===== config.mk =====
export PLATFORM = sky130hd
export DESIGN_NAME = smallest_free_id_allocator_unit
export DESIGN_NICKNAME = d
export VERILOG_FILES = /design/src/rtl/core/sfa_pkg.sv /design/src/rtl/core/sfa_ram.sv /design/src/rtl/core/smallest_free_id_allocator_unit.sv
export VERILOG_INCLUDE_DIRS = /design/src /design/src/rtl/core
export SDC_FILE = /design/constraint.sdc
export NUM_CORES = 2
export LEC_CHECK = 0
export BUFFER_PORTS_ARGS = -buffer_cell sky130_fd_sc_hd__buf_2
export CORE_ASPECT_RATIO = 1.25
export CORE_MARGIN = 3
export CORE_UTILIZATION = 57
export CTS_CLUSTER_DIAMETER = 60
export CTS_CLUSTER_SIZE = 14
export DETAILED_ROUTE_END_ITERATION = 7
export HOLD_SLACK_MARGIN = 0.05
export PLACE_DENSITY = 0.73
export SLEW_MARGIN = 20
export SYNTH_ARGS = -nofsm -noshare
export SYNTH_HDL_FRONTEND = slang
export SYNTH_SLANG_ARGS = --single-unit

===== constraint.sdc =====
create_clock -name clock -period 15.6 [get_ports clock]
set_input_delay 1.56 -clock clock [delete_from_list [all_inputs] [get_ports clock]]
set_output_delay 1.56 -clock clock [all_outputs]
set_load 0.01 [all_outputs]

===== src/rtl/core/smallest_free_id_allocator_unit_assert.svh =====
// Assertion macros for the allocator RTL.
// Depends on nothing; included by the allocator top level.
`ifndef SMALLEST_FREE_ID_ALLOCATOR_UNIT_ASSERT_SVH
`define SMALLEST_FREE_ID_ALLOCATOR_UNIT_ASSERT_SVH

// Same-cycle implication, checked outside reset.
`define SFA_ASSERT_NOW(label, clk, rst, ante, cons, msg) \
   label: assert property (@(posedge clk) disable iff (rst) (ante) |-> (cons)) \
      else $error(msg);

// Next-cycle implication, checked outside reset.
`define SFA_ASSERT_NEXT(label, clk, rst, ante, cons, msg) \
   label: assert property (@(posedge clk) disable iff (rst) (ante) |=> (cons)) \
      else $error(msg);

`endif


===== src/rtl/core/sfa_pkg.sv =====
// Shared types, constants and the lowest-set-bit encoder of the allocator.
// Depends on nothing; imported by the allocator top level and the testbench.
package sfa_pkg;

   localparam int ID_LIMIT  = 1024;
   localparam int ID_W      = 11;
   localparam int MARK_COLS = 32;
   localparam int COL_W     = $clog2(MARK_COLS);
   localparam int SLOT_W    = $clog2(ID_LIMIT);
   localparam int ROW_W     = SLOT_W - COL_W;
   localparam int MARK_ROWS = ID_LIMIT / MARK_COLS;

   typedef enum logic {
      CMD_TAKE = 1'b0,
      CMD_GIVE = 1'b1
   } cmd_type;

   typedef enum logic [1:0] {
      ST_IDLE,
      ST_LOOKUP,
      ST_DATA
   } state_type;

   typedef struct packed {
      logic            cmd;
      logic [ID_W-1:0] ident;
   } req_type;

   typedef struct packed {
      logic [ID_W-1:0] smallest;
      logic            exhausted;
   } rsp_type;

   // Index of the lowest set bit; zero for an all-zero word.
   function automatic logic [COL_W-1:0] lowest_set(input logic [MARK_COLS-1:0] x);
      logic [MARK_COLS-1:0] lsb;
      logic [COL_W-1:0]     idx;
      lsb = x & (~x + MARK_COLS'(1));
      idx = '0;
      for (int i = 0; i < MARK_COLS; i++) begin
         if (lsb[i]) begin
            idx = idx | COL_W'(i);
         end
      end
      return idx;
   endfunction

endpackage


===== src/rtl/core/sfa_ram.sv =====
// Generic single-port-write, single-port-read RAM with registered read data.
// Depends on nothing.
module sfa_ram #(
   parameter int WIDTH = 32,
   parameter int DEPTH = 32
) (
   input  logic                     clock,
   input  logic                     we,
   input  logic [$clog2(DEPTH)-1:0] waddr,
   input  logic [WIDTH-1:0]         wdata,
   input  logic                     re,
   input  logic [$clog2(DEPTH)-1:0] raddr,
   output logic [WIDTH-1:0]         rdata
);

   logic [WIDTH-1:0] mem_ff [DEPTH];
   logic [WIDTH-1:0] rdata_ff;

   always_ff @(posedge clock) begin
      if (we) begin
         mem_ff[waddr] <= wdata;
      end
      if (re) begin
         rdata_ff <= mem_ff[raddr];
      end
   end

   assign rdata = rdata_ff;

endmodule


===== src/rtl/core/smallest_free_id_allocator_unit.sv =====
// Smallest free identifier allocator: top level, sequencer and mark summary.
// Depends on sfa_pkg, sfa_ram and smallest_free_id_allocator_unit_assert.svh.
//
//   channel | dir | handshake             | payload
//   req     | in  | req_valid / req_ready | req_data  (cmd, ident)
//   rsp     | out | rsp_valid / rsp_ready | rsp_data  (smallest, exhausted)
//
// An item passes through the steps accept, row lookup and row update. The steps are set by the
// registered read of the mark memory and the one lowest-set-bit encoder, used first on the
// row summary and then on the marked row. A take with no marks, and a give-back outside
// 1 .. fresh counter - 1, skip the update. A take holds in its last step while the previous
// item waits on rsp. Reset is synchronous; it clears the summary bits, so the mark memory
// needs no clearing pass.
`include "smallest_free_id_allocator_unit_assert.svh"

module smallest_free_id_allocator_unit
   import sfa_pkg::*;
(
   input  logic    clock,
   input  logic    reset,
   input  logic    req_valid,
   output logic    req_ready,
   input  req_type req_data,
   output logic    rsp_valid,
   input  logic    rsp_ready,
   output rsp_type rsp_data
);

   state_type            state_ff, state_in;
   logic                 cmd_ff, cmd_in;
   logic [ID_W-1:0]      ident_ff, ident_in;
   logic [ROW_W-1:0]     row_ff, row_in;
   logic [MARK_ROWS-1:0] summary_ff, summary_in;
   logic [ID_W-1:0]      next_fresh_ff, next_fresh_in;
   logic                 rsp_valid_ff, rsp_valid_in;
   rsp_type              rsp_data_ff, rsp_data_in;

   logic                 ram_we, ram_re;
   logic [ROW_W-1:0]     ram_raddr;
   logic [MARK_COLS-1:0] ram_wdata, ram_rdata;

   logic [ID_W-1:0]      ident_dec;
   logic [SLOT_W-1:0]    slot;
   logic                 give_ok;
   logic                 rsp_free;
   logic [MARK_COLS-1:0] row_word;
   logic [MARK_COLS-1:0] enc_in;
   logic [COL_W-1:0]     enc_idx;
   logic [MARK_COLS-1:0] col_bit;
   logic [MARK_COLS-1:0] row_cleared;

   sfa_ram #(
      .WIDTH (MARK_COLS),
      .DEPTH (MARK_ROWS)
   ) u_marks (
      .clock (clock),
      .we    (ram_we),
      .waddr (row_ff),
      .wdata (ram_wdata),
      .re    (ram_re),
      .raddr (ram_raddr),
      .rdata (ram_rdata)
   );

   assign ident_dec = ident_ff - ID_W'(1);
   assign slot      = ident_dec[SLOT_W-1:0];
   assign give_ok   = (ident_ff != '0) && (ident_ff < next_fresh_ff);
   assign rsp_free  = !rsp_valid_ff || rsp_ready;

   // A row whose summary bit is clear is treated as empty: no marks, or unwritten since reset.
   assign row_word = summary_ff[row_ff] ? ram_rdata : '0;

   // The one shared encoder: summary in lookup, marked row in update.
   assign enc_in  = (state_ff == ST_LOOKUP) ? MARK_COLS'(summary_ff) : row_word;
   assign enc_idx = lowest_set(enc_in);

   assign col_bit     = (cmd_ff == CMD_GIVE) ?
                        (MARK_COLS'(1) << slot[COL_W-1:0]) : (MARK_COLS'(1) << enc_idx);
   assign row_cleared = row_word & ~col_bit;

   always_ff @(posedge clock) begin
      if (reset) begin
         state_ff      <= ST_IDLE;
         summary_ff    <= '0;
         next_fresh_ff <= ID_W'(1);
         rsp_valid_ff  <= 1'b0;
      end else begin
         state_ff      <= state_in;
         summary_ff    <= summary_in;
         next_fresh_ff <= next_fresh_in;
         rsp_valid_ff  <= rsp_valid_in;
      end
   end

   always_ff @(posedge clock) begin
      cmd_ff      <= cmd_in;
      ident_ff    <= ident_in;
      row_ff      <= row_in;
      rsp_data_ff <= rsp_data_in;
   end

   always_comb begin
      state_in      = state_ff;
      cmd_in        = cmd_ff;
      ident_in      = ident_ff;
      row_in        = row_ff;
      summary_in    = summary_ff;
      next_fresh_in = next_fresh_ff;
      rsp_valid_in  = rsp_valid_ff && !rsp_ready;
      rsp_data_in   = rsp_data_ff;
      req_ready     = 1'b0;
      ram_re        = 1'b0;
      ram_raddr     = row_ff;
      ram_we        = 1'b0;
      ram_wdata     = row_cleared;

      unique case (state_ff)
         ST_IDLE: begin
            req_ready = 1'b1;
            if (req_valid) begin
               cmd_in   = req_data.cmd;
               ident_in = req_data.ident;
               state_in = ST_LOOKUP;
            end
         end

         ST_LOOKUP: begin
            if (cmd_ff == CMD_GIVE) begin
               if (give_ok) begin
                  ram_re    = 1'b1;
                  ram_raddr = slot[SLOT_W-1:COL_W];
                  row_in    = slot[SLOT_W-1:COL_W];
                  state_in  = ST_DATA;
               end else begin
                  state_in = ST_IDLE;
               end
            end else if (summary_ff != '0) begin
               ram_re    = 1'b1;
               ram_raddr = enc_idx[ROW_W-1:0];
               row_in    = enc_idx[ROW_W-1:0];
               state_in  = ST_DATA;
            end else if (rsp_free) begin
               // No marks: hand out the fresh counter, or flag exhaustion.
               rsp_valid_in = 1'b1;
               if (next_fresh_ff <= ID_W'(ID_LIMIT)) begin
                  rsp_data_in.smallest  = next_fresh_ff;
                  rsp_data_in.exhausted = 1'b0;
                  next_fresh_in         = next_fresh_ff + ID_W'(1);
               end else begin
                  rsp_data_in.smallest  = '0;
                  rsp_data_in.exhausted = 1'b1;
               end
               state_in = ST_IDLE;
            end
         end

         ST_DATA: begin
            if (cmd_ff == CMD_GIVE) begin
               // Drop a give-back of an identifier that is already marked.
               if ((row_word & col_bit) == '0) begin
                  ram_we             = 1'b1;
                  ram_wdata          = row_word | col_bit;
                  summary_in[row_ff] = 1'b1;
               end
               state_in = ST_IDLE;
            end else if (rsp_free) begin
               ram_we                = 1'b1;
               ram_wdata             = row_cleared;
               summary_in[row_ff]    = |row_cleared;
               rsp_valid_in          = 1'b1;
               rsp_data_in.smallest  = ID_W'({row_ff, enc_idx}) + ID_W'(1);
               rsp_data_in.exhausted = 1'b0;
               state_in              = ST_IDLE;
            end
         end

         default: begin
            state_in = ST_IDLE;
         end
      endcase
   end

   assign rsp_valid = rsp_valid_ff;
   assign rsp_data  = rsp_data_ff;

   `SFA_ASSERT_NOW(a_exhausted_zero, clock, reset, rsp_valid && rsp_data.exhausted,
      rsp_data.smallest == '0, "exhausted result carries a nonzero identifier")
   `SFA_ASSERT_NOW(a_fresh_range, clock, reset, 1'b1,
      (next_fresh_ff != '0) && (next_fresh_ff <= ID_W'(ID_LIMIT + 1)),
      "fresh counter out of range")
   `SFA_ASSERT_NOW(a_write_in_update, clock, reset, ram_we, state_ff == ST_DATA,
      "mark memory written outside the update step")
   `SFA_ASSERT_NEXT(a_busy_after_accept, clock, reset, req_valid && req_ready,
      !req_ready, "ready while an item is in progress")
   `SFA_ASSERT_NEXT(a_issued_below_fresh, clock, reset,
      rsp_valid_in && !rsp_data_in.exhausted && (state_ff != ST_IDLE)
         && !(rsp_valid_ff && !rsp_ready),
      (rsp_data.smallest != '0) && (rsp_data.smallest < next_fresh_ff),
      "issued identifier not below the fresh counter")

endmodule


## Yosys cells after proc, flatten, opt, wreduce, memory -nomap -nowiden

Memory sizes are Yosys's and may differ from the RTL's. A register that Yosys moved wholly into a read port is not among the register bits.
Index checks and enable logic that the tools add are counted.

- Register bits after elaboration: 75
- Latch bits: 0
- Memory bits (writable): 1024
- Bits in read-only memories: 0
- Bits of input ports: 16
- Output and inout bits: 14
- Logic and storage cells: 210
- Memories kept: 1

- Add/subtract/negate cells: 4
- Multipliers: 0
- Div/mod/pow operators: 0
- Order comparisons: 4
- Eq/ne operators: 11
- Shifts and indexed selects: 2
- Muxes and demuxes: 156
- Bitwise logic cells: 7
- Reductions and logical operators: 16

Memories:

| name | depth | bits a word | rd ports | clocked after Yosys merged registers in | wr ports | line | RTL |
|---|---|---|---|---|---|---|---|
| u_marks.mem_ff | 32 | 32 | 1 | 1 | 1 | sfa_ram.sv:16 | `logic [WIDTH-1:0] mem_ff [DEPTH];` |

Operators by type and width:

| cell | count |
|---|---|
| $mux W32 | 19 |
| $mux W12 | 19 |
| $mux W11 | 16 |
| $mux W5 | 25 |
| $and A32 B32 Y32 | 3 |
| $not A32 Y32 | 2 |
| $or A32 B32 Y32 | 2 |
| $shl A1 B5 Y32 const A | 2 |
| $mux W2 | 20 |
| $mux W1 | 39 |
| $add A32 B1 Y32 const B | 1 |
| $bwmux W32 | 1 |
| $logic_not A32 Y1 | 1 |
| $mux W4 | 8 |
| $reduce_bool A32 Y1 | 1 |
| $reduce_or A32 Y1 | 1 |
| $pmux W12 S2 | 1 |
| $mux W3 | 4 |
| $ne A2 B2 Y1 const B | 6 |
| $add A10 B1 Y11 const B | 1 |
| $add A11 B1 Y11 const B | 1 |
| $le A11 B11 Y1 const B | 1 |
| $lt A11 B11 Y1 | 1 |
| $reduce_bool A11 Y1 | 1 |
| other kinds (20) | 24 |

## Logic depth before layout (Yosys ltp)

- Depth after elaboration: 50
- Gate-level depth with buffers: 23
- Mapped depth without buffers: 17

## By module

From an unflattened synthesis, not the netlist that was laid out.

- Cell total of the unflattened synthesis: 3342
- Area total of the unflattened synthesis: 48610.4 µm²

By module, submodules not included:

| module | times used | cells an instance | area an instance (µm²) | seq. area each (µm²) |
|---|---|---|---|---|
| sfa_ram | 1 | 2260 | 40807.9 | 31710.4 |
| smallest_free_id_allocator_unit | 1 | 1082 | 7802.5 | 1741.7 |

## Worst setup path after synthesis

Ideal clock, no wire load.

- Path kind: reg-to-reg
- Start point: reg state_ff[0]
- End point: mem u_marks.mem_ff[2][0] (enable)
- Library setup time: 0.461 ns
- Arrival time: 6.411 ns
- Required time: 15.139 ns
- Setup slack: 8.728 ns
- Cell stages (with the launch flop): 18
- Buffers on the path: 3
- Clock period less this slack: 6.872 ns
- Cell sequence: dfxtp_1 > ha_1 > buf_4 > nor3b_1 > a32oi_1 > nor3_2 > o31ai_1 > a311oi_2 > nor4_1 > a32o_1 > buf_2 > a21o_1 > a221o_1 > or4_4 > o211ai_4 > nand2_2 > buf_2 > nor3_1

- Longest elaborated chain between the ends: 48
- Elaborated cells between the ends (all ways): 49
- Classes of those cells: add/sub: 1; eq/ne: 2; shift: 1; mux: 41; bitwise: 3; reduce/logical: 1

Ends and longest elaborated chain:

| element | line | RTL |
|---|---|---|
| from (decl) | smallest_free_id_allocator_unit.sv:29 | `state_type state_ff, state_in;` |
| from (signal assigned) | smallest_free_id_allocator_unit.sv:88 | `state_ff <= state_in;` |
| $eq A2 B1 Y1 | smallest_free_id_allocator_unit.sv:74 | `assign enc_in = (state_ff == ST_LOOKUP) ? MARK_COLS'(summary_ff) : row_word;` |
| $mux W32 | smallest_free_id_allocator_unit.sv:74 |  |
| $not A32 Y32 | sfa_pkg.sv:38 | `lsb = x & (~x + MARK_COLS'(1));` |
| $add A32 B1 Y32 | sfa_pkg.sv:38 |  |
| $and A32 B32 Y32 | sfa_pkg.sv:38 |  |
| $mux W1 | sfa_pkg.sv:41 | `if (lsb[i]) begin` |
| $mux W2 (2 in series) | sfa_pkg.sv:41 |  |
| $mux W3 (4 in series) | sfa_pkg.sv:41 |  |
| [28 not listed] | n/a |  |
| $mux W1 | smallest_free_id_allocator_unit.sv:160 | `if ((row_word & col_bit) == '0) begin` |
| $mux W1 | smallest_free_id_allocator_unit.sv:158 | `if (cmd_ff == CMD_GIVE) begin` |
| $mux W1 | smallest_free_id_allocator_unit.sv:117 | `unique case (state_ff)` |
| $mux W1 | smallest_free_id_allocator_unit.sv:158 |  |
| $mux W1 | smallest_free_id_allocator_unit.sv:117 |  |
| $mux W1 (*) | smallest_free_id_allocator_unit.sv:117 |  |
| $mux W1 (*) | sfa_ram.sv:20 | `if (we) begin` |
| $mux W1 (implied by the code) (*) | sfa_ram.sv:21 | `mem_ff[waddr] <= wdata;` |
| to (decl) | sfa_ram.sv:16 |  |

Mark *: on every way between the ends. The rest lies on a longest branch, timed or not. The select of a mux whose other input is x is not followed.

## Worst setup path in the final report

- Start point: reg state_ff[0]
- End point: reg u_marks.rdata_ff[9] (netlist: u_marks.rdata[9]) (read register of u_marks.mem_ff), data pin

- Longest elaborated chain between the ends: 42
- Elaborated cells between the ends (all ways): 43
- Classes of those cells: add/sub: 1; eq/ne: 1; mux: 39; bitwise: 2

Ends and longest elaborated chain:

| element | line | RTL |
|---|---|---|
| $eq A2 B1 Y1 (*) | smallest_free_id_allocator_unit.sv:74, smallest_free_id_allocator_unit.sv:117 |  |
| $mux W32 | smallest_free_id_allocator_unit.sv:74 |  |
| $not A32 Y32 | sfa_pkg.sv:38 |  |
| $add A32 B1 Y32 | sfa_pkg.sv:38 |  |
| $and A32 B32 Y32 | sfa_pkg.sv:38 |  |
| $mux W1 | sfa_pkg.sv:41 |  |
| $mux W2 (2 in series) | sfa_pkg.sv:41 |  |
| $mux W3 (4 in series) | sfa_pkg.sv:41 |  |
| $mux W4 (8 in series) | sfa_pkg.sv:41 |  |
| $mux W5 (16 in series) | sfa_pkg.sv:41 |  |
| $mux W5 (5 in series) | n/a |  |
| $mux W5 | smallest_free_id_allocator_unit.sv:117 |  |
| to (decl) | sfa_ram.sv:17 | `logic [WIDTH-1:0] rdata_ff;` |

Marks and branches as above.
A chain may end at the register's enable or synchronous reset.

==> reports/results.ini <==
[run_status]
outcome=finished, final reports clean

[final_layout]
fin_cells=4501
postLayoutCellArea_um2=53800
area_growth_pct=9.50
fillers=5976
multi_input_area_um2=15100
finalNetCount=3402
ff_latch_area_um2=33500
drive_gt1_frac=0.148

[clock_tree]
post-cts-setup-buffer-count=0
clock_latency_ns=0.68
htree_num_levels=3
clk_pin_slew_worst_paths_ns=0.07
cts_hold_buf=0
cts_tree=done
numCtsBuffers=92
root_buffer=clkbuf_16
clock-sinks=1131
clockBufferDepth=3
cts.repair.resized=0

[floorplan]
row_count=119
ios=30
die_x_um=269
core-area_um2=84900
start_util=0.579
die-area_um2=89700
chipHeight_um=334

[setup_path]
cpMostUsedCell=buf_4
cpPeakStageDelay_ns=0.81
path_delay_family=compound AO/OA/AOI/OAI gates
cp_num_buf_inv=4
worstPathMaxFanout=112
path_class=reg -> reg
endpoint_kind=register
cp-start-kind=register
cp_cell_sequence=ha_2, buf_4, nor4b_1, a22oi_1, a21oi_2, nand3_1, o211ai_1, a2111oi_4, nand2_1, a22oi_1, o211ai_1, buf_4, buf_12, buf_4, mux2_2, nand2_1, o21ai_0, o21ai_0, nand4_1
slowest_stage=buf_4
crit_required_ns=15.94
worstPathArrival_ns=8.75

[power_and_ir_drop]
p_comb_frac=0.183
p_sw_frac=0.285
power.internal_mw=4.89
p_sw_mw=1.94
pwr_density_cell_nw_per_um2=127
power_frac_clock=0.311
ir_drop_uv=124
sequentialPowerShare=0.506
power.leakage_nw=19.2

[drt]
first_pass_iters=6
vias=30900
ant_nets=0
wl_um=148000
avgViaCountPerCell=6.87
drc_errors=0
drt_iter0_markers=4169
wl_per_cell_um=33.0

[sta]
fmax_mhz=119
setup_viol=0
slew_headroom=0.249
finalHoldViolCount=0
worst_slew_pin_slew_ns=1.13
report.final.slew_viol_count=0
finalSetupTns_ns=0
skew_ns=0.0348
fin_crit_ns=8.41
rsz0062_at_grt=false
finalCritPeriodShare=0.539

[logic_synthesis]
synthArstFlopShare=0
ys_seq_elements=1131
synth_enable_flop_cells=1080
ys.warnings.count=0
netlist_area_um2=49100
netlist_instances=3368
ys_seq_area_frac=0.681
yosys_most_used_dff=edfxtp_1
syn_avg_cell_area_um2=14.6
synth_fp_nets=3402
ys_types=100

[grt]
antenna_found_initial=5
grt_util_all_layers=0.330
grt_start_max_net_pins=124
grt_pass1_vias=29700
grt_pass1_wl_um=212000
overflow=0

[placement]
place_area_um2=51200
port_buffers=29
dp_cells=4362
dpl.hpwl_um=96400
place.gp.congestion=0.939

[job]
maxCapViolations=0

[min_path]
hp-class=reg -> reg

==> path summary, 6_finish.rpt <==
check        slack (ns)  depth (start not counted)                 to             start
max reg2reg        7.19                         19   u_marks.rdata[9]       state_ff[0]
min                0.52                          2  next_fresh_ff[10]  next_fresh_ff[9]
min reg2reg        0.52                          2  next_fresh_ff[10]  next_fresh_ff[9]
max                7.19                         19   u_marks.rdata[9]       state_ff[0]
==> through the flow <==
stage                     hold slack [ns]  power, mW  utilization  worst slack, ns
final                               0.518       6.83        0.634             7.19
after floorplan                     0.448       4.23            -             8.73
after global routing                0.526       7.01        0.634             6.85
after CTS                           0.505       6.83        0.633             7.09
after detailed placement            0.491       4.74        0.603             7.18
after global placement              0.472       4.72        0.600             7.19
==> state kept, by name, indices dropped and copies added (netlist names) <==
signal and flops:
state_ff 2, next_fresh_ff 11, rsp_valid 1, u_marks.rdata 32, summary_ff 32, cmd_ff 1
u_marks.mem_ff 1024, rsp_data 12, row_ff 5, ident_ff 11
==> final cells by class <==
type	instances	share of cell area
antenna	1	0.0000465
clock buffer	129	0.0464
clock inverter	8	0.00161
inverter	44	0.00326
multi-input combinational	1963	0.280
sequential	1131	0.622
tap	1089	0.0253
timing repair buffer	136	0.0213
==> worst reg2reg max path, stage by stage (launching register included) <==
cell and delay (ns):
dfxtp_1 0.42, ha_2 0.29, buf_4 0.40, nor4b_1 0.60, a22oi_1 0.30, a21oi_2 0.72, nand3_1 0.44, o211ai_1 0.38
a2111oi_4 0.11, nand2_1 0.20, a22oi_1 0.11, o211ai_1 0.21, buf_4 0.66, buf_12 0.65, buf_4 1.04, mux2_2 0.42
nand2_1 0.06, o21ai_0 0.12, o21ai_0 0.59, nand4_1 0.34
==> cell families after synthesis <==
logic type | share of synthesized area
xor gates and xnor gates | 0.00499
buffers and inverters | 0.0234
adders and majority gates | 0.00459
DFF | 0.681
AOI/OAI and AO/OA | 0.0984
and+or+nand+nor | 0.0647
muxes | 0.123
==> cell usage in the layout, fill, tap and decap left out, types with 9 or more instances in the layout <==
| master | count |
|---|---|
| o21ai_0 | 203 |
| nor2b_1 | 9 |
| buf_4 | 93 |
| a211o_1 | 62 |
| o21ai_1 | 14 |
| mux2i_1 | 439 |
| a31oi_1 | 37 |
| or3_1 | 9 |
| a21oi_1 | 64 |
| a311oi_1 | 16 |
| xnor2_1 | 24 |
| nand4_1 | 47 |
| nand2_1 | 251 |
| dfxtp_1 | 51 |
| edfxtp_1 | 1080 |
| o22ai_1 | 39 |
| nor2_1 | 112 |
| nor2_4 | 13 |
| nand3b_1 | 9 |
| clkbuf_1 | 34 |
| clkbuf_16 | 94 |
| buf_12 | 11 |
| nand2b_1 | 11 |
| inv_1 | 41 |
| nor3b_1 | 11 |
| nor3_1 | 36 |
| nor3_2 | 19 |
| o211ai_1 | 15 |
| o31ai_1 | 18 |
| nor4_1 | 15 |
| and2_1 | 9 |
| buf_2 | 29 |
| nand3_1 | 39 |
| mux2_2 | 133 |
| ha_1 | 17 |
| a311oi_2 | 19 |
| a221oi_1 | 62 |
==> power by group through the flow <==
| stage | sequential, mW | combinational [mW] | clock [mW] |
|---|---|---|---|
| after global routing | 3.45 | 1.30 | 2.26 |
| after floorplan | 3.51 | 0.718 | 0 |
| final | 3.45 | 1.25 | 2.13 |
| after CTS | 3.45 | 1.22 | 2.15 |
| after global placement | 3.52 | 1.20 | 0 |
| after detailed placement | 3.52 | 1.22 | 0 |
==> cell usage after synthesis (7+ instances only) <==
cell       instances  area, um^2
a311oi_2          19         285
nand2_1          254         953
mux2_2           133        1500
nor2b_1           10        62.6
buf_1             25        93.8
a2111oi_0          7        61.3
a21oi_1           64         320
a221oi_1          62         543
nor4_1            15        93.8
nand3_1           39         195
a311oi_1          16         140
clkbuf_1         142         533
buf_2             53         265
inv_1             41         154
dfxtp_1           51        1020
o31ai_1           26         195
a31oi_1           38         238
o21ai_0          203        1020
ha_1              18         225
o22ai_1           39         244
o21ai_1           21         105
mux2i_1          453        4530
nand3b_1           9        67.6
nor4b_1            8        70.1
a211o_1           62         543
nand4_1           47         294
xnor2_1           24         210
a21boi_0           7        52.6
nand2b_1          14        87.6
nor3_1            58         290
o211ai_1          15         113
or2_2              8        50.1
nor2_1           125         469
edfxtp_1        1080       32400
nor3b_1           11        82.6
or3_1              9        56.3
and2_1             9        56.3
a211oi_1           8        60.1
o21a_1             7        52.6
==> layer usage <==
layer	vias up	share of wire	GRT usage
met5	-	0.00018	0
met4	4	0.075	0.210
met3	425	0.094	0.0716
met2	1835	0.46	0.505
met1	15500	0.37	0.431
li1	13200	-	-
Note: power is estimated with default switching activity, not from simulation.
